## config.mk

```make
export PLATFORM = sky130hd
export DESIGN_NAME = decimal_argument_parser_top
export DESIGN_NICKNAME = d
export VERILOG_FILES = /design/src/rtl/dap_pkg.sv /design/src/rtl/dap_parse_core.sv /design/src/rtl/decimal_argument_parser_top.sv
export VERILOG_INCLUDE_DIRS = /design/src /design/src/rtl
export SDC_FILE = /design/constraint.sdc
export NUM_CORES = 1
export LEC_CHECK = 0
export BUFFER_PORTS_ARGS = -buffer_cell sky130_fd_sc_hd__clkbuf_2
export CAP_MARGIN = 20
export CORE_MARGIN = 3
export CORE_UTILIZATION = 56
export DETAILED_ROUTE_END_ITERATION = 16
export PLACE_DENSITY = 0.79
export SLEW_MARGIN = 20
export SYNTH_ARGS = -nofsm -noshare
export SYNTH_HDL_FRONTEND = slang
export SYNTH_HIERARCHICAL = 1
export SYNTH_SLANG_ARGS = --single-unit
```

## constraint.sdc

```tcl
create_clock -name i_clk -period 9.5 [get_ports i_clk]
set_clock_uncertainty 0.2 [all_clocks]
set_input_delay 1.9 -clock i_clk [delete_from_list [all_inputs] [get_ports i_clk]]
set_output_delay 1.9 -clock i_clk [all_outputs]
set_load 0.03 [all_outputs]
```

## src/rtl/decimal_argument_parser_top_macros.svh

```systemverilog
// ----------------------------------------------------------------------------
// Decimal argument parser assertion macros
// Shared concurrent assertion forms, clocked on the rising edge and disabled
// while the active-low reset is asserted.
// ----------------------------------------------------------------------------
`ifndef DECIMAL_ARGUMENT_PARSER_TOP_MACROS_SVH
`define DECIMAL_ARGUMENT_PARSER_TOP_MACROS_SVH

// Same-cycle implication.
`define DAP_ASSERT_IMP(label, clk, rst_n, ante, cons, msg) \
    label: assert property (@(posedge clk) disable iff (!rst_n) (ante) |-> (cons)) \
        else $error(msg);

// Next-cycle implication.
`define DAP_ASSERT_NXT(label, clk, rst_n, ante, cons, msg) \
    label: assert property (@(posedge clk) disable iff (!rst_n) (ante) |=> (cons)) \
        else $error(msg);

`endif

```

## src/rtl/dap_pkg.sv

```systemverilog
// ----------------------------------------------------------------------------
// Decimal argument parser package
// Widths, character codes, parse phases, status codes and the end-of-string
// record passed from the parse core to the top level.
// ----------------------------------------------------------------------------
`timescale 1ns / 1ps

package dap_pkg;

    localparam int MAX_ARGS_DEF = 4;
    localparam int OUT_ARGS     = 4;
    localparam int BYTE_W       = 8;
    localparam int VAL_W        = 32;
    localparam int STAT_W       = 2;
    localparam int CNT_W        = 3;
    localparam int PHASE_W      = 2;
    localparam int OUT_DATA_W   = 136;

    localparam logic [BYTE_W-1:0] CH_NUL   = 8'h00;
    localparam logic [BYTE_W-1:0] CH_SPACE = 8'h20;
    localparam logic [BYTE_W-1:0] CH_ZERO  = 8'h30;
    localparam logic [BYTE_W-1:0] CH_NINE  = 8'h39;
    localparam logic [BYTE_W-1:0] CH_QUERY = 8'h3F;

    localparam logic [PHASE_W-1:0] PH_LEAD = 2'd0;
    localparam logic [PHASE_W-1:0] PH_NUM  = 2'd1;
    localparam logic [PHASE_W-1:0] PH_GAP  = 2'd2;
    localparam logic [PHASE_W-1:0] PH_DONE = 2'd3;

    localparam logic [STAT_W-1:0] ST_EMPTY   = 2'd0;
    localparam logic [STAT_W-1:0] ST_HELP    = 2'd1;
    localparam logic [STAT_W-1:0] ST_CORRECT = 2'd2;
    localparam logic [STAT_W-1:0] ST_ERROR   = 2'd3;

    typedef struct packed {
        logic              valid;
        logic [STAT_W-1:0] status;
        logic [CNT_W-1:0]  count;
    } t_emit;

endpackage

```

## src/rtl/dap_parse_core.sv

```systemverilog
// ----------------------------------------------------------------------------
// Decimal argument parser core
// Per-byte parse state and argument accumulators; reports the end-of-string
// result combinationally for the byte being transferred.
// ----------------------------------------------------------------------------
`timescale 1ns / 1ps

module dap_parse_core #(
    parameter int MAX_ARGS = dap_pkg::MAX_ARGS_DEF
) (
    input  logic                      i_clk,
    input  logic                      i_rst_n,
    input  logic                      i_take,
    input  logic [dap_pkg::BYTE_W-1:0] i_byte,
    output dap_pkg::t_emit            o_emit,
    output logic [dap_pkg::VAL_W-1:0] o_values [dap_pkg::OUT_ARGS]
);

    localparam int IDX_W = (MAX_ARGS > 1) ? $clog2(MAX_ARGS) : 1;

    logic [dap_pkg::PHASE_W-1:0] r_phase, n_phase;
    logic [dap_pkg::CNT_W-1:0]   r_idx, n_idx;
    logic [dap_pkg::STAT_W-1:0]  r_held, n_held;
    logic [dap_pkg::VAL_W-1:0]   r_acc [MAX_ARGS];

    logic                      is_digit, is_space, is_nul;
    logic [dap_pkg::VAL_W-1:0] digit_val;
    logic                      wr_en;
    logic [IDX_W-1:0]          wr_k;
    logic [dap_pkg::VAL_W-1:0] wr_val;
    logic [dap_pkg::CNT_W-1:0] idx_less1;
    logic [dap_pkg::VAL_W-1:0] acc_cur;

    assign is_digit  = (i_byte >= dap_pkg::CH_ZERO) && (i_byte <= dap_pkg::CH_NINE);
    assign is_space  = (i_byte == dap_pkg::CH_SPACE);
    assign is_nul    = (i_byte == dap_pkg::CH_NUL);
    assign digit_val = {{(dap_pkg::VAL_W-4){1'b0}}, i_byte[3:0]};
    assign idx_less1 = r_idx - 3'd1;

    // Accumulator of the argument currently being built.
    always_comb begin
        acc_cur = '0;
        for (int i = 0; i < MAX_ARGS; i++) begin
            if (idx_less1[IDX_W-1:0] == IDX_W'(i)) begin
                acc_cur = r_acc[i];
            end
        end
    end

    always_comb begin
        n_phase = r_phase;
        n_idx   = r_idx;
        n_held  = r_held;
        wr_en   = 1'b0;
        wr_k    = idx_less1[IDX_W-1:0];
        wr_val  = digit_val;
        o_emit  = '0;
        o_emit.valid = is_nul;
        case (r_phase)
            dap_pkg::PH_LEAD: begin
                o_emit.status = dap_pkg::ST_EMPTY;
                if (!is_nul && !is_space) begin
                    if (i_byte == dap_pkg::CH_QUERY) begin
                        n_held  = dap_pkg::ST_HELP;
                        n_phase = dap_pkg::PH_DONE;
                    end else if (is_digit) begin
                        wr_en   = 1'b1;
                        wr_k    = '0;
                        n_idx   = 3'd1;
                        n_phase = dap_pkg::PH_NUM;
                    end else begin
                        n_held  = dap_pkg::ST_ERROR;
                        n_phase = dap_pkg::PH_DONE;
                    end
                end
            end
            dap_pkg::PH_NUM: begin
                o_emit.status = dap_pkg::ST_CORRECT;
                if (!is_nul) begin
                    if (is_digit) begin
                        wr_en  = 1'b1;
                        wr_val = (acc_cur << 3) + (acc_cur << 1) + digit_val;
                    end else if (is_space) begin
                        if (r_idx >= dap_pkg::CNT_W'(MAX_ARGS)) begin
                            n_held  = dap_pkg::ST_CORRECT;
                            n_phase = dap_pkg::PH_DONE;
                        end else begin
                            n_phase = dap_pkg::PH_GAP;
                        end
                    end else begin
                        n_held  = dap_pkg::ST_ERROR;
                        n_phase = dap_pkg::PH_DONE;
                    end
                end
            end
            dap_pkg::PH_GAP: begin
                o_emit.status = dap_pkg::ST_CORRECT;
                if (!is_nul && !is_space) begin
                    if (is_digit) begin
                        wr_en   = 1'b1;
                        wr_k    = r_idx[IDX_W-1:0];
                        n_idx   = r_idx + 3'd1;
                        n_phase = dap_pkg::PH_NUM;
                    end else begin
                        n_held  = dap_pkg::ST_ERROR;
                        n_phase = dap_pkg::PH_DONE;
                    end
                end
            end
            default: begin
                o_emit.status = r_held;
            end
        endcase
        if (o_emit.status == dap_pkg::ST_CORRECT) begin
            o_emit.count = r_idx;
        end
        if (is_nul) begin
            n_phase = dap_pkg::PH_LEAD;
            n_idx   = '0;
            n_held  = dap_pkg::ST_EMPTY;
        end
    end

    // Arguments beyond the count read as zero.
    always_comb begin
        for (int i = 0; i < dap_pkg::OUT_ARGS; i++) begin
            o_values[i] = '0;
        end
        for (int i = 0; i < MAX_ARGS; i++) begin
            if (dap_pkg::CNT_W'(i) < o_emit.count) begin
                o_values[i] = r_acc[i];
            end
        end
    end

    always_ff @(posedge i_clk) begin
        if (!i_rst_n) begin
            r_phase <= dap_pkg::PH_LEAD;
            r_idx   <= '0;
            r_held  <= dap_pkg::ST_EMPTY;
        end else if (i_take) begin
            r_phase <= n_phase;
            r_idx   <= n_idx;
            r_held  <= n_held;
        end
    end

    always_ff @(posedge i_clk) begin
        for (int i = 0; i < MAX_ARGS; i++) begin
            if (i_take && wr_en && (wr_k == IDX_W'(i))) begin
                r_acc[i] <= wr_val;
            end
        end
    end

endmodule

```

## src/rtl/decimal_argument_parser_top.sv

```systemverilog
// ----------------------------------------------------------------------------
// Decimal argument parser
// Parses a zero-terminated ASCII argument string, one byte per transfer, into
// a status, an argument count and up to four unsigned decimal values.
// ----------------------------------------------------------------------------
//
//  Channel   Direction  Payload (lowest bit first)
//  s_axis    in         text_byte[7:0]
//  m_axis    out        parse_status[1:0], arg_count[4:2], value_0[36:5],
//                       value_1[68:37], value_2[100:69], value_3[132:101]
//
//  One byte is taken per clock cycle unless the input is stalled; the parse
//  state updates in the cycle of its transfer, and the result for a zero
//  byte is in the output register in the next cycle.
//  Reset is synchronous and active low; it returns the parser to the start
//  of a string and empties the output register.
//  The input is stalled only while a result waits and the output is not
//  ready; a result leaving in the same cycle frees the register for the next.
//
`timescale 1ns / 1ps
`include "decimal_argument_parser_top_macros.svh"

module decimal_argument_parser_top #(
    parameter int MAX_ARGS = dap_pkg::MAX_ARGS_DEF
) (
    input  logic                           i_clk,
    input  logic                           i_rst_n,
    input  logic                           i_s_axis_tvalid,
    output logic                           o_s_axis_tready,
    input  logic [dap_pkg::BYTE_W-1:0]     i_s_axis_tdata,  // text_byte
    output logic                           o_m_axis_tvalid,
    input  logic                           i_m_axis_tready,
    // parse_status, arg_count, value_0, value_1, value_2, value_3, zero pad
    output logic [dap_pkg::OUT_DATA_W-1:0] o_m_axis_tdata
);

    localparam int PAY_W = dap_pkg::STAT_W + dap_pkg::CNT_W
                         + dap_pkg::OUT_ARGS * dap_pkg::VAL_W;

    logic                      take;
    dap_pkg::t_emit            emit;
    logic [dap_pkg::VAL_W-1:0] values [dap_pkg::OUT_ARGS];
    logic                      r_out_valid;
    logic [PAY_W-1:0]          r_out_data;
    logic [PAY_W-1:0]          n_out_data;

    // The output register can take a new result when it is empty or when
    // its current result is transferred in the same cycle.
    assign o_s_axis_tready = !r_out_valid || i_m_axis_tready;
    assign take            = i_s_axis_tvalid && o_s_axis_tready;

    dap_parse_core #(
        .MAX_ARGS (MAX_ARGS)
    ) u_core (
        .i_clk    (i_clk),
        .i_rst_n  (i_rst_n),
        .i_take   (take),
        .i_byte   (i_s_axis_tdata),
        .o_emit   (emit),
        .o_values (values)
    );

    assign n_out_data = {values[3], values[2], values[1], values[0], emit.count, emit.status};

    always_ff @(posedge i_clk) begin
        if (!i_rst_n) begin
            r_out_valid <= 1'b0;
        end else if (take && emit.valid) begin
            r_out_valid <= 1'b1;
        end else if (i_m_axis_tready) begin
            r_out_valid <= 1'b0;
        end
    end

    always_ff @(posedge i_clk) begin
        if (take && emit.valid) begin
            r_out_data <= n_out_data;
        end
    end

    assign o_m_axis_tvalid = r_out_valid;
    assign o_m_axis_tdata  = {{(dap_pkg::OUT_DATA_W-PAY_W){1'b0}}, r_out_data};

    // A transferred zero byte always leaves a result in the output register.
    `DAP_ASSERT_NXT(a_nul_gives_result, i_clk, i_rst_n, take && (i_s_axis_tdata == dap_pkg::CH_NUL), o_m_axis_tvalid, "zero byte gave no result")

    // Only a correct parse reports arguments.
    `DAP_ASSERT_IMP(a_count_only_correct, i_clk, i_rst_n, o_m_axis_tvalid && (o_m_axis_tdata[1:0] != dap_pkg::ST_CORRECT), (o_m_axis_tdata[4:2] == '0) && (o_m_axis_tdata[132:5] == '0), "non-correct result carries arguments")

    // The count never exceeds the argument limit.
    `DAP_ASSERT_IMP(a_count_limit, i_clk, i_rst_n, o_m_axis_tvalid, o_m_axis_tdata[4:2] <= dap_pkg::CNT_W'(MAX_ARGS), "argument count beyond limit")

    // A non-zero byte never produces a fresh result.
    `DAP_ASSERT_NXT(a_no_spurious, i_clk, i_rst_n, !o_m_axis_tvalid && !(take && (i_s_axis_tdata == dap_pkg::CH_NUL)), !o_m_axis_tvalid, "result without zero byte")

endmodule

```

======== Yosys cells after proc, flatten, opt, wreduce, memory -nomap -nowiden ========
Memory sizes are Yosys's and may differ from the RTL's.
Cells that the tools add are included.
operators by class
  add/sub/neg operators ................... 4
  reductions and logical operators ........ 27
  equality and inequality tests ........... 18
  magnitude comparators ................... 7
  multiplexer cells ....................... 65
operators with widths
  operator            count
  $mux 32             6
  $mux 31             4
  $reduce_or 32->1    3
  $mux 2              22
  $add 32x32->32      1
  $add 32x4->32       1
  $mux 3              7
  $mux 1              20
  $eq 8x6->1 const B  2
  $eq 2x2->1 const B  6
  $ne 3x1->1 const B  4
  $pmux 2 s3          2
  $logic_and 1x1->1   9
  $ge 8x6->1 const B  1
  $le 8x6->1 const B  1
  $logic_not 8->1     1
  $pmux 2 s2          2
  $reduce_and 7->1    1
  $eq 2x1->1 const B  3
  $logic_not 2->1     3
  $lt 1x3->1 const A  2
  $lt 2x3->1 const A  2
  $pmux 3 s2          1
  $reduce_and 6->1    1
  other kinds (14)    16
word-level totals
  output and inout bits ................... 138
  memories kept ........................... 1
  bits in registers ....................... 141
  word-level logic and storage cells ...... 131
  memory bits (writable) .................. 128
  input bits .............................. 12
memories
  name          depth  width  rd ports  clocked after Yosys merged registers in  write ports  RTL line              source
  u_core.r_acc  4      32     4         0                                        1            dap_parse_core.sv:24  logic [dap_pkg::VAL_W-1:0] r_acc [MAX_ARGS];

======== Longest topological paths before layout ========
Gate-level depths: netlist of run 1.
  depth after elaboration ................. 14
  mapped depth ............................ 20
  gate-level depth less buffers ........... 18

======== By module ========
The synthesis of run 1 kept the hierarchy.
by module, submodules not included
  module                       seq. area each (um^2)  times used  cells each  area each (um^2)
  dap_parse_core               3983.8                 1           901         8643.3
  decimal_argument_parser_top  4013.8                 1           143         4091.4

======== Worst setup path before layout of run 1 ========
Ideal clock, no wire load.
  kind .................................... input-to-reg
  start ................................... input port i_s_axis_tdata[7] (netlist bit)
  end ..................................... memory u_core/r_acc[0][0] (netlist bit) (enable)
  setup time .............................. 0.470 ns
  arrival time ............................ 5.370 ns
  stages .................................. 7
  path buffers ............................ 0
  setup slack ............................. 3.460 ns
  required time ........................... 8.830 ns
  cell sequence ........................... nor2_1 nand3_1 and2b_1 inv_1 ha_1 o22ai_1 a211oi_1
on the way
  word-level cells in the longest chain between the ends .. 14
  elaborated cells between the ends (all ways) .. 47
  classes of those cells .................. 2 x order compare; 5 x eq/ne; 26 x mux; 14 x reduce/logical
ends and longest elaborated chain
  item                                                      RTL line                                                          source
  start: declaration                                        decimal_argument_parser_top.sv:30                                 input logic [dap_pkg::BYTE_W-1:0] i_s_axis_tdata,
  $ge 8x6->1 or $le 8x6->1 (tied branches)                  dap_parse_core.sv:34                                              assign is_digit = (i_byte >= dap_pkg::CH_ZERO) && (i_byte <= dap_pkg::CH_NINE);
  $logic_and 1x1->1                                         dap_parse_core.sv:34
  $mux 2 or $mux 1 (tied branches)                          dap_parse_core.sv:66, dap_parse_core.sv:80, dap_parse_core.sv:99
  $mux 2 or $mux 1 (tied branches)                          dap_parse_core.sv:63                                              if (i_byte == dap_pkg::CH_QUERY) begin
  $mux 2 or $mux 1 (tied branches)                          dap_parse_core.sv:62                                              if (!is_nul && !is_space) begin
  $pmux 2 s2 or $pmux 1 s3 (tied branches)                  dap_parse_core.sv:59                                              case (r_phase)
  $eq 2x1->1 or $logic_and 1x1->1 (tied branches)           dap_parse_core.sv:150                                             if (i_take && wr_en && (wr_k == IDX_W'(i))) begin
  $logic_and 1x1->1                                         dap_parse_core.sv:150
  $mux 1                                                    dap_parse_core.sv:150
  $mux 1 (not written as such)                              dap_parse_core.sv:151                                             r_acc[i] <= wr_val;
  $reduce_or 32->1 (no line)                                n/a
  $mux 2 (no line) or $mux 1 (tied branches) (3 in series)  n/a
  end: declaration                                          dap_parse_core.sv:24
Parallel ways exist; a longest one is shown, timed or not.

======== Final worst setup path of run 1 ========
  start ................................... register u_core/r_idx[0] (netlist bit)
  end ..................................... memory u_core/r_acc[0][30] (netlist bit) (data pin)
on the way
  word-level cells in the longest chain between the ends .. 14
  elaborated cells between the ends (all ways) .. 33
  classes of those cells .................. 3 x add/sub; 5 x eq/ne; 20 x mux; 5 x reduce/logical
ends and longest elaborated chain
  item                               RTL line               source
  start: declaration                 dap_parse_core.sv:22   logic [dap_pkg::CNT_W-1:0] r_idx, n_idx;
  start signal: assignment           dap_parse_core.sv:143  r_idx <= n_idx;
  $sub 2x1->2 (*)                    dap_parse_core.sv:38   assign idx_less1 = r_idx - 3'd1;
  $logic_not 2->1                    dap_parse_core.sv:44   if (idx_less1[IDX_W-1:0] == IDX_W'(i)) begin
  $mux 31 (3 in series)              dap_parse_core.sv:44
  $mux 31 (*)                        dap_parse_core.sv:44
  $add 32x32->32 (*)                 dap_parse_core.sv:82   wr_val = (acc_cur << 3) + (acc_cur << 1) + digit_val;
  $add 32x4->32 (*)                  dap_parse_core.sv:82
  $mux 32 (*)                        dap_parse_core.sv:80   if (is_digit) begin
  $mux 32 (*)                        dap_parse_core.sv:79   if (!is_nul) begin
  $mux 32 (*)                        dap_parse_core.sv:59
  named net u_core.wr_val (one bit)  dap_parse_core.sv:30   logic [dap_pkg::VAL_W-1:0] wr_val;
  $mux 32 (no line) (2 in series)    n/a
  $mux 32 (no line) (*)              n/a
Mark *: on every way through the listed nets, which the timed path passes. The rest lies on a longest branch.

==> results by group, run 1 <==
Run status
  • Status: completed

Layout
  • Layout area overhead: 14.1%
  • Nets: ~1300
  • Antenna diode count: 0
  • Share of layout cells above drive strength 1: 0.183
  • Layout fillers: about 1600
  • Multi-input logic area: 4480 um2
  • Sequential cell area: roughly 8000 um2
  • Core Util, Final: 0.658

Clock network
  • Clock Latency Late Sink: 0.53 ns
  • CTS Hold Bufs: 0
  • Cts bufs inserted: 27
  • CTS Buffer Depth: 3
  • CTS tree: built
  • Reg clk slew, reported paths: 0.06 ns
  • Post-CTS setup buffers: 0
  • Post-CTS Resized: 0
  • CTS Sinks: 269
  • Root Driver: clkbuf_16
  • H-tree depth: 1

Floorplanning
  • Die ar.: about 25000 um2
  • IO Pins: 150
  • Initial Util: 0.576
  • # rows: 54
  • Die Y: 157 um
  • Placeable Area: 22100 um2
  • Die width: approximately 160 um

Critical path
  • CP max FO: 55
  • Reg2Reg Launch Point: u_core/r_idx[0]
  • Crit path depth: 18
  • CP delay by family, top: compound AO/OA/AOI/OAI gates
  • Worst EP arrival: 5.82 ns
  • Crit-path cells: inv_1 -> ha_2 -> buf_4 -> nor2b_1 -> a22oi_1 -> nor2_1 -> a21oi_1 -> o21ai_0 -> fa_1 -> inv_1 -> fa_1 -> nand2b_1 -> a21oi_1 -> o2111ai_1 -> a22oi_1 -> and4_1 -> nor3_1 -> nor3b_1
  • Capture point of the worst path: u_core/r_acc[0][30]
  • Largest stage delay, worst path: 0.66 ns
  • Worst R2R Setup Slack: about 3.8 ns
  • CP Class: register to register
  • CP bufs+invs: 3
  • FF-to-FF path depth: 18
  • Worst path slowest cell: a22oi_1
  • CP required: between 9 and 10 ns
  • Worst Setup Start Kind: register
  • Worst Setup End Kind: register
  • Worst r2r dst: u_core/r_acc[0][30]
  • CP startpoint: u_core/r_idx[0]

Route
  • Antenna-violating nets left: 0
  • Initial DRC Count: 885
  • Drt via density: around 6
  • Drt wl/cell: 20.1 um
  • Total wire length: 29800 um
  • Vias: 8718
  • DRC violation count after routing: 0
  • Drt first pass iters: 5

Placement
  • Dpl hpwl: 20500 um
  • IO buf count: 146
  • RD Place Congestion: between 0.9 and 1

Synthesis
  • #FFs+latches synth: 269
  • Yosys warns: 6
  • Register area share after synthesis: 0.628
  • Post-synthesis cell count: 1044
  • Synthesized area: around 13000 um2
  • Main area contributors after synthesis: edfxtp_1 (62%), ha_1 (6.6%), a21oi_1 (3.7%)
  • Synth top cells by count: edfxtp_1 (261), a21oi_1 (95), nor2_1 (94)
  • Synth cell types: 69
  • Mean Syn Cell Area: about 12 um2
  • Post-synth ARST share: 0
  • Top-count cell post-synth: edfxtp_1
  • Top FF cell, synth: edfxtp_1
  • Synth top area share: 0.615
  • Post-synth EDFFs: about 260
  • Largest area contributor in the netlist: edfxtp_1

STA
  • Relative slew margins: 0.236
  • Tcrit/Tclk final: 0.602
  • Final hold vios: 0
  • Setup-failing EPs final: 0
  • Fin crit period: 5.72 ns
  • Setup tns final: 0 ns
  • Worst Tran Pin Value: around 1.1 ns
  • Pins Over Slew Limit: 0
  • RSZ-0062 raised after global routing: no
  • Fmax: 0.175 GHz

Global route
  • Initial antenna violation count: 0
  • Met2 usage: 0.378
  • Global route hottest layer: met2
  • Largest net degree at the start of global routing: slightly below 90
  • Vias in the first global route: 8367
  • GRT met1 Usage: 0.337
  • Grt total ovfl: 0
  • First-pass GRT wire length: 45900 um
  • GRT Util Overall: 0.239
  • Grt met3 use: 0.0492

Pwr
  • Total power: 2.55 mW
  • Worst VDD drop: 0.174 mV
  • Pwr/cell area: 176 nW/um2
  • Leakage: 5.81 nW

Hold path
  • Min-delay src: u_core/r_phase[0]
  • Tightest Hold Check Type: register to register

Flow run
  • Max Cap Viol: 0
-- flip-flops by register name, indices dropped and copies added (netlist names) --
signal           cells
u_core/r_idx         3
u_core/r_acc       128
u_core/r_phase       2
r_out_data         133
o_m_axis_tvalid      1
u_core/r_held        2
-- per-stage QoR --
step                      hold WS (ns)  setup WS [ns]  std cells  instance area, um2
after floorplan                  0.254           3.46       1046               12700
after global placement           0.285           4.11       1431               13700
after detailed placement         0.299           3.92       1431               13700
after CTS                        0.307           3.88       1479               14500
after global routing             0.334           3.35       1479               14500
final                            0.306           3.78       1479               14500
-- worst min path at each step --
stage / cells past startpoint / end / slack [ns]
floorplan: 2 / u_core/r_held[1] / 0.25
global placement: 2 / u_core/r_phase[0] / 0.29
detailed placement: 2 / u_core/r_held[1] / 0.30
CTS: 2 / u_core/r_held[1] / 0.31
global route: 2 / u_core/r_held[1] / 0.33
finish: 2 / u_core/r_phase[0] / 0.31
-- metal layers --
layer	vias up	wire length, um
met5	-	0
met2	459	13700
met1	4127	12200
met3	58	3050
li1	4074	-
met4	0	831
-- report_power, final --
group	total (mW)	switching, mW	internal, mW
sequential	1.31	0.0111	1.30
clock	0.967	0.416	0.551
combinational	0.274	0.187	0.0873
-- kinds of logic (layout without fill, tap and decap cells) --
family	after synthesis	in the layout	synth area share
DFF	269	269	0.628
other	1	3	0.000294
xor gates and xnor gates	22	22	0.0151
AOI/OAI and AO/OA	225	225	0.109
muxes	5	5	0.00403
adders and majority gates	69	69	0.0690
buffers and inverters	75	228	0.0237
and+or+nand+nor	378	378	0.151
-- cell type report --
cell class                      count  share of cell area
Clock buffer                       37              0.0491
Clock inverter                     11             0.00594
Inverter                           21             0.00542
Multi-Input combinational cell    702               0.308
Sequential cell                   269               0.550
Tap cell                          280              0.0241
Timing Repair Buffer              159              0.0570
-- cell usage in the layout, fill, tap and decap left out, types with 13 or more instances in the layout --
master,Yosys,routed
edfxtp_1,261,261
inv_1,20,20
nor2_1,94,92
clkbuf_16,0,27
a21oi_1,95,95
o21ai_0,53,53
and3_1,37,37
buf_4,4,13
clkbuf_2,0,146
nand2_1,90,90
nor2b_1,41,40
ha_1,67,64
and2_1,71,71
-- worst min-delay path: stages (launching register included) --
cell and delay (ns):
dfxtp_1 0.33, nand2_1 0.06, a21boi_1 0.06
Note: power is estimated with default switching activity, not from simulation.
==> run 2, diff against run 1 <==
Settings changed: CORE_UTILIZATION 56 to 53, PLACE_DENSITY 0.79 to 0.78.
Clock period 9.5 ns to 5.19 ns, I/O delays scaled along.
==> results by group, run 2 (synthesis gave the netlist of run 1 again) <==
Layout
  • Most common cell after layout, fill and taps aside: edfxtp_1
  • Most frequent cells in the layout: edfxtp_1 (261), clkbuf_2 (146), a21oi_1 (95), nor2_1 (92), nand2_1 (90)
  • Nets: 1272 (+0.87%)
  • Largest registers: r_out_data: 133 flops, u_core/r_acc: 128 flops, u_core/r_idx: 3 flops
  • Max reg flops: 133 (unchanged)
  • Final Non-Filler Cells: 1531 (+3.5%)
  • Reg with most FFs: r_out_data
  • Antenna diode count: 0 (unchanged)
  • Layout area overhead: 16.0%
  • Share of layout cells above drive strength 1: 0.198 (+0.0145)

Critical path
  • Worst Setup End Kind: register
  • CP max FO: 8 (-85%)
  • Worst R2R Setup Slack: 0.36 ns (-3.42 ns)
  • Worst path slowest cell: nor3b_1
  • CP required: 5.24 ns (-4.36 ns)
  • Largest stage delay, worst path: 0.52 ns (-0.14 ns)
  • Reg2Reg Launch Point: u_core/r_idx[0]
  • CP Class: register to register
  • Worst EP arrival: 4.88 ns (-0.94 ns)
  • Crit-path cells: inv_1 -> ha_2 -> nor2b_1 -> a22oi_1 -> nor2_1 -> a21oi_1 -> o21ai_0 -> fa_1 -> ha_1 -> a211oi_2 -> o211ai_1 -> a221o_1 -> a21oi_1 -> nor2b_1 -> o21ai_1 -> nor3b_1
  • FF-to-FF path depth: 16 (-2)
  • Worst Setup Start Kind: register
  • Worst r2r dst: u_core/r_acc[2][23]

Route
  • Drt wl/cell: 18.6 um (-7.6%)
  • Vias: 8560 (-1.8%)
  • Drt via density: 5.59 (-5.1%)
  • Antenna-violating nets left: 0 (unchanged)
  • Initial DRC Count: 685 (-23%)
  • Total wire length: 28500 um (-4.3%)
  • Drt first pass iters: 5 (unchanged)
  • DRC violation count after routing: 0 (unchanged)

STA
  • Final setup margin: 0.359 ns (-3.42 ns)
  • Hold Slack: 0.297 ns (-0.00982 ns)
  • Worst Tran Pin Value: 0.799 ns (-0.347 ns)
  • Tcrit/Tclk final: 0.931 (+0.329)
  • RSZ-0062 raised after global routing: no
  • Setup tns final: 0 ns (unchanged)
  • Fin crit period: 4.83 ns (-0.890 ns)
  • Setup-failing EPs final: 0 (unchanged)
  • Relative slew margins: 0.467 (+0.231)
  • Final hold vios: 0 (unchanged)
  • Fmax: 0.207 GHz (+18%)
  • Pins Over Slew Limit: 0 (unchanged)

Global route
  • GRT Util Overall: 0.216 (-0.0240)
  • Vias in the first global route: 8408 (+0.49%)
  • Initial antenna violation count: 0 (unchanged)
  • Grt total ovfl: 0 (unchanged)
  • First-pass GRT wire length: 44900 um (-2.2%)
  • Largest net degree at the start of global routing: 65 (-25%)

Floorplanning
  • Die Y: 161 um (+2.7%)
  • # rows: 56 (+3.7%)
  • Placeable Area: 23500 um2 (+6.6%)
  • Initial Util: 0.541 (-0.0355)
  • IO Pins: 150 (unchanged)
  • Die width: 161 um (+2.7%)
  • Die ar.: 25900 um2 (+5.4%)

Placement
  • Dpl hpwl: 19800 um (-3.5%)
  • Placed insts: 1480 (+3.4%)
  • RD Place Congestion: 0.942 (+0.74%)
  • Pre-CTS setup slack: 0.493 ns (-3.42 ns)
  • IO buf count: 146 (unchanged)

Hold path
  • Tightest Hold Check Type: register to register
  • Hold EP: u_core/r_held[1]
  • Cell depth of the worst hold path: 2 (unchanged)
  • Min-delay src: u_core/r_held[1]

Clock network
  • CTS tree: built
  • CTS Buffer Depth: 3 (unchanged)
  • Cts bufs inserted: 27 (unchanged)
  • Reg clk slew, reported paths: 0.06 ns (about the same)
  • H-tree depth: 1 (unchanged)
  • Post-CTS setup buffers: 0 (unchanged)
  • CTS Hold Bufs: 0 (unchanged)
  • Post-CTS Resized: 0 (unchanged)
  • CTS Sinks: 269 (unchanged)
  • Clock Latency Late Sink: 0.53 ns (about the same)
  • Root Driver: clkbuf_16

Flow run
  • Max Cap Viol: 0 (unchanged)

Pwr
  • Leakage: 5.90 nW (+1.6%)
  • Worst VDD drop: 0.218 mV (+25%)
  • Pwr/cell area: 325 nW/um2 (+85%)

Run status
  • Status: completed
==> run 2: changes by cell type in the layout (fill, tap and decap cells not counted), sizes merged <==
cell      previous run  this run
buf                 13        24
bufinv               1         2
clkbuf             183       176
clkinv               9        12
clkinvlp             1         4
inv                 21        23
==> run 2: how the worst max path moves through the flow <==
stage                            from                  end  slack [ns]  depth (start not counted)
floorplan           i_s_axis_tdata[7]   u_core/r_acc[0][0]        0.01                          7
global placement      u_core/r_idx[0]  u_core/r_acc[0][24]        0.68                         17
detailed placement    u_core/r_idx[0]  u_core/r_acc[2][23]        0.49                         16
CTS                   u_core/r_idx[0]  u_core/r_acc[3][23]        0.48                         16
global route          u_core/r_idx[0]  u_core/r_acc[2][23]        0.01                         16
finish                u_core/r_idx[0]  u_core/r_acc[2][23]        0.36                         16
==> run 2: stage by stage <==
step	util	cell area, um2	total power [mW]
2_1_floorplan	-	12700	2.79
3_3_place_gp	0.589	13900	2.93
3_5_place_dp	0.589	13900	2.95
4_1_cts	0.627	14800	4.82
5_1_grt	0.627	14800	4.97
6_report	0.627	14800	4.79
==> run 2: critical path, delay by kind of cell (launching register included) <==
kind                       cells  cell delay [ns]
AOI/OAI and AO/OA              8             1.63
adders and majority gates      3             1.07
and+or+nand+nor                4             1.04
DFF                            1             0.48
buffers and inverters          1             0.14
==> run 2: layer usage <==
layer / vias up / track usage / routed length (um)
li1: 4093 / - / -
met3: 47 / 0.0308 / 1740
met4: 0 / 0.0618 / 561
met5: - / 0 / 0
met2: 319 / 0.369 / 13700
met1: 4101 / 0.290 / 12500
==> run 2: power by group <==
part	leakage (nW)	switching, mW	total, mW	internal (mW)
sequential	2.57	0.0197	2.40	2.38
clock	0.417	0.813	1.88	1.07
combinational	2.91	0.348	0.511	0.163
total	5.90	1.18	4.79	3.61
==> run 2: final cells by class <==
type                    count  area [um2]
fillers                  1847        8770
flip-flops and latches    269        8000
multi-input cells         702        4480
repair buffers            170         943
clock buffers              30         687
well taps                 319         399
clock inverters            20         188
inverters                  21        78.8
==> run 3, diff against run 2 <==
==> constraint.sdc (replaced) <==
create_clock -name i_clk -period 5.19 [get_ports i_clk]
set_clock_uncertainty 0.2 [all_clocks]
set_input_delay 0 -clock i_clk [delete_from_list [all_inputs] [get_ports i_clk]]
set_output_delay 0 -clock i_clk [all_outputs]
set_load 0.03 [all_outputs]
==> results by group, run 3 (synthesis gave the netlist of run 1 again) <==
Global route
  • GRT met1 Usage: 0.300 (+0.00991)
  • First-pass GRT wire length: 45400 um (+1.2%)
  • Vias in the first global route: 8561 (+1.8%)
  • GRT Util Overall: 0.218 (+0.00246)
  • Met2 usage: 0.359 (-0.0100)
  • Largest net degree at the start of global routing: 80 (+23%)
  • Global route hottest layer: met2
  • Initial antenna violation count: 0 (unchanged)
  • Grt met3 use: 0.0385 (+0.00769)
  • Grt total ovfl: 0 (unchanged)

Pwr
  • Logic pwr share: 0.108 (about the same)
  • Switch Pwr: 1.13 mW (-4.1%)
  • Worst VDD drop: 0.243 mV (+11%)
  • Switch share: 0.233 (-0.0133)
  • Pwr/cell area: 328 nW/um2 (+0.89%)
  • Leakage: 5.94 nW (+0.77%)
  • Clock share of power: 0.398 (+0.005)
  • Reg power frac: 0.494 (-0.007)
  • Pint: 3.73 mW (+3.2%)

Layout
  • Multi-input logic area: 4480 um2 (+0.14%)
  • Reg with most FFs: r_out_data
  • Core Util, Final: 0.631 (+0.00324)
  • Share of layout cells above drive strength 1: 0.193 (-0.00492)
  • Max reg flops: 133 (unchanged)
  • Largest registers: r_out_data: 133 flops, u_core/r_acc: 128 flops, u_core/r_idx: 3 flops
  • Layout area overhead: 16.6%
  • Most common cell after layout, fill and taps aside: edfxtp_1
  • Sequential cell area: 8000 um2 (unchanged)
  • Most frequent cells in the layout: edfxtp_1 (261), clkbuf_2 (146), a21oi_1 (95), nor2_1 (92), nand2_1 (90)
  • Layout fillers: 1832 (-0.81%)
  • Nets: 1278 (+0.47%)
  • Final Non-Filler Cells: 1536 (+0.33%)
  • Antenna diode count: 0 (unchanged)
  • Layout Cell Area excl Fill: 14800 um2 (+0.52%)

Floorplanning
  • # rows: 56 (unchanged)
  • Placeable Area: 23500 um2 (unchanged)
  • Initial Util: 0.541 (unchanged)
  • Die Y: 161 um (unchanged)
  • IO Pins: 150 (unchanged)
  • Die ar.: 25900 um2 (unchanged)
  • Die width: 161 um (unchanged)

Clock network
  • Post-CTS setup buffers: 0 (unchanged)
  • H-tree depth: 1 (unchanged)
  • Reg clk slew, reported paths: 0.07 ns (about the same)
  • Root Driver: clkbuf_16
  • CTS tree: built
  • Cts bufs inserted: 26 (-3.7%)
  • Clock Latency Late Sink: 0.53 ns (about the same)
  • CTS Sinks: 269 (unchanged)
  • CTS Buffer Depth: 3 (unchanged)

STA
  • Worst Tran Pin Value: 0.975 ns (+0.176 ns)
  • Setup tns final: 0 ns (unchanged)
  • Tcrit/Tclk final: 0.934 (+0.00286)
  • Setup-failing EPs final: 0 (unchanged)
  • Fin crit period: 4.85 ns (+0.0149 ns)
  • Relative slew margins: 0.350 (-0.118)
  • Final setup margin: 0.344 ns (-0.0149 ns)
  • Fmax: 0.206 GHz (-0.31%)
  • Pins Over Slew Limit: 0 (unchanged)
  • Final hold vios: 0 (unchanged)
  • RSZ-0062 raised after global routing: no

Hold path
  • Tightest Hold Check Type: input pin to register
  • Min-delay src: i_s_axis_tdata[0]

Flow run
  • Max Cap Viol: 0 (unchanged)

Route
  • Vias: 8662 (+1.2%)
  • Total wire length: 28600 um (+0.41%)
  • Drt first pass iters: 5 (unchanged)
  • Drt wl/cell: 18.6 um (about the same)
  • DRC violation count after routing: 0 (unchanged)
  • Antenna-violating nets left: 0 (unchanged)
  • Drt via density: 5.64 (+0.86%)
  • Initial DRC Count: 860 (+26%)

Critical path
  • CP Class: register to register
  • Worst path slowest cell: fa_1
  • Worst Setup Start Kind: register
  • CP startpoint: u_core/r_idx[0]
  • Reg2Reg Launch Point: u_core/r_idx[0]
  • Largest stage delay, worst path: 0.56 ns (+0.04 ns)
  • Crit-path cells: inv_1 -> ha_2 -> nor2b_1 -> buf_4 -> a22oi_1 -> nor2_1 -> a21oi_1 -> o21ai_0 -> fa_1 -> inv_1 -> fa_1 -> nand2b_1 -> a21oi_1 -> o2111ai_1 -> a22oi_2 -> and4_1 -> nor3_1 -> nor3b_1
  • Worst EP arrival: 4.92 ns (+0.04 ns)
  • CP delay by family, top: adder cells
  • Worst Setup End Kind: register
  • CP required: 5.26 ns (+0.02 ns)
  • CP max FO: 8 (unchanged)
  • CP bufs+invs: 3 (+2)

Placement
  • RD Place Congestion: 0.937 (-0.54%)
  • IO buf count: 146 (unchanged)
  • Pre-CTS setup slack: 0.341 ns (-0.152 ns)
  • Placed Instance Area: 13800 um2 (-0.40%)
  • Placed insts: 1476 (-0.27%)
  • Dpl hpwl: 19100 um (-3.7%)

Run status
  • Status: completed
## run 3: cell count changes in the layout (fill, tap and decap cells not counted), sizes merged
cell         before  now
buf              24   19
bufinv            2    3
clkbuf          176  182
clkinv           12   10
clkinvlp          4    0
dlygate4sd3       0   12
inv              23   20
## run 3: stage by stage
step | power (mW) | hold slack, ns
2_1_floorplan | 2.79 | -0.101
3_3_place_gp | 2.93 | 0.0573
3_5_place_dp | 2.94 | 0.0651
4_1_cts | 4.88 | 0.0790
5_1_grt | 5.04 | 0.115
6_report | 4.86 | 0.0880
## run 3: what timing repair did
action / CTS / global route
endpoints found under the setup margin: 0 / 4
gates resized for setup: 0 / 1
endpoints found under the hold margin: 24 / 0
hold buffers: 12 / 0
## run 3: power groups by stage
stage               Clock (mW)  Sequential [mW]  Combinational (mW)
finish                    1.93             2.40               0.527
global route              2.05             2.40               0.583
CTS                       1.97             2.40               0.517
detailed placement           0             2.45               0.493
global placement             0             2.45               0.482
floorplan                    0             2.44               0.346
## run 3: path summary, 6_finish.rpt
path,cells past startpoint,slack [ns],endpoint
hold reg to reg,2,0.28,u_core/r_held[1]
hold / removal,2,0.09,u_core/r_acc[2][0]
setup / recovery,18,0.34,u_core/r_acc[2][30]
setup reg to reg,18,0.34,u_core/r_acc[2][30]
## run 3: final cells by class
type | instances | share of cell area
clock buffer | 36 | 0.0512
clock inverter | 12 | 0.00910
inverter | 21 | 0.00531
multi-input combinational | 702 | 0.302
sequential | 269 | 0.539
tap | 319 | 0.0269
timing repair buffer | 177 | 0.0669
## run 3: layer usage
| layer | part of all wire | vias to the layer above |
|---|---|---|
| li1 | - | 4104 |
| met3 | 0.067 | 44 |
| met1 | 0.43 | 4179 |
| met4 | 0.022 | 0 |
| met5 | 0 | - |
| met2 | 0.48 | 335 |
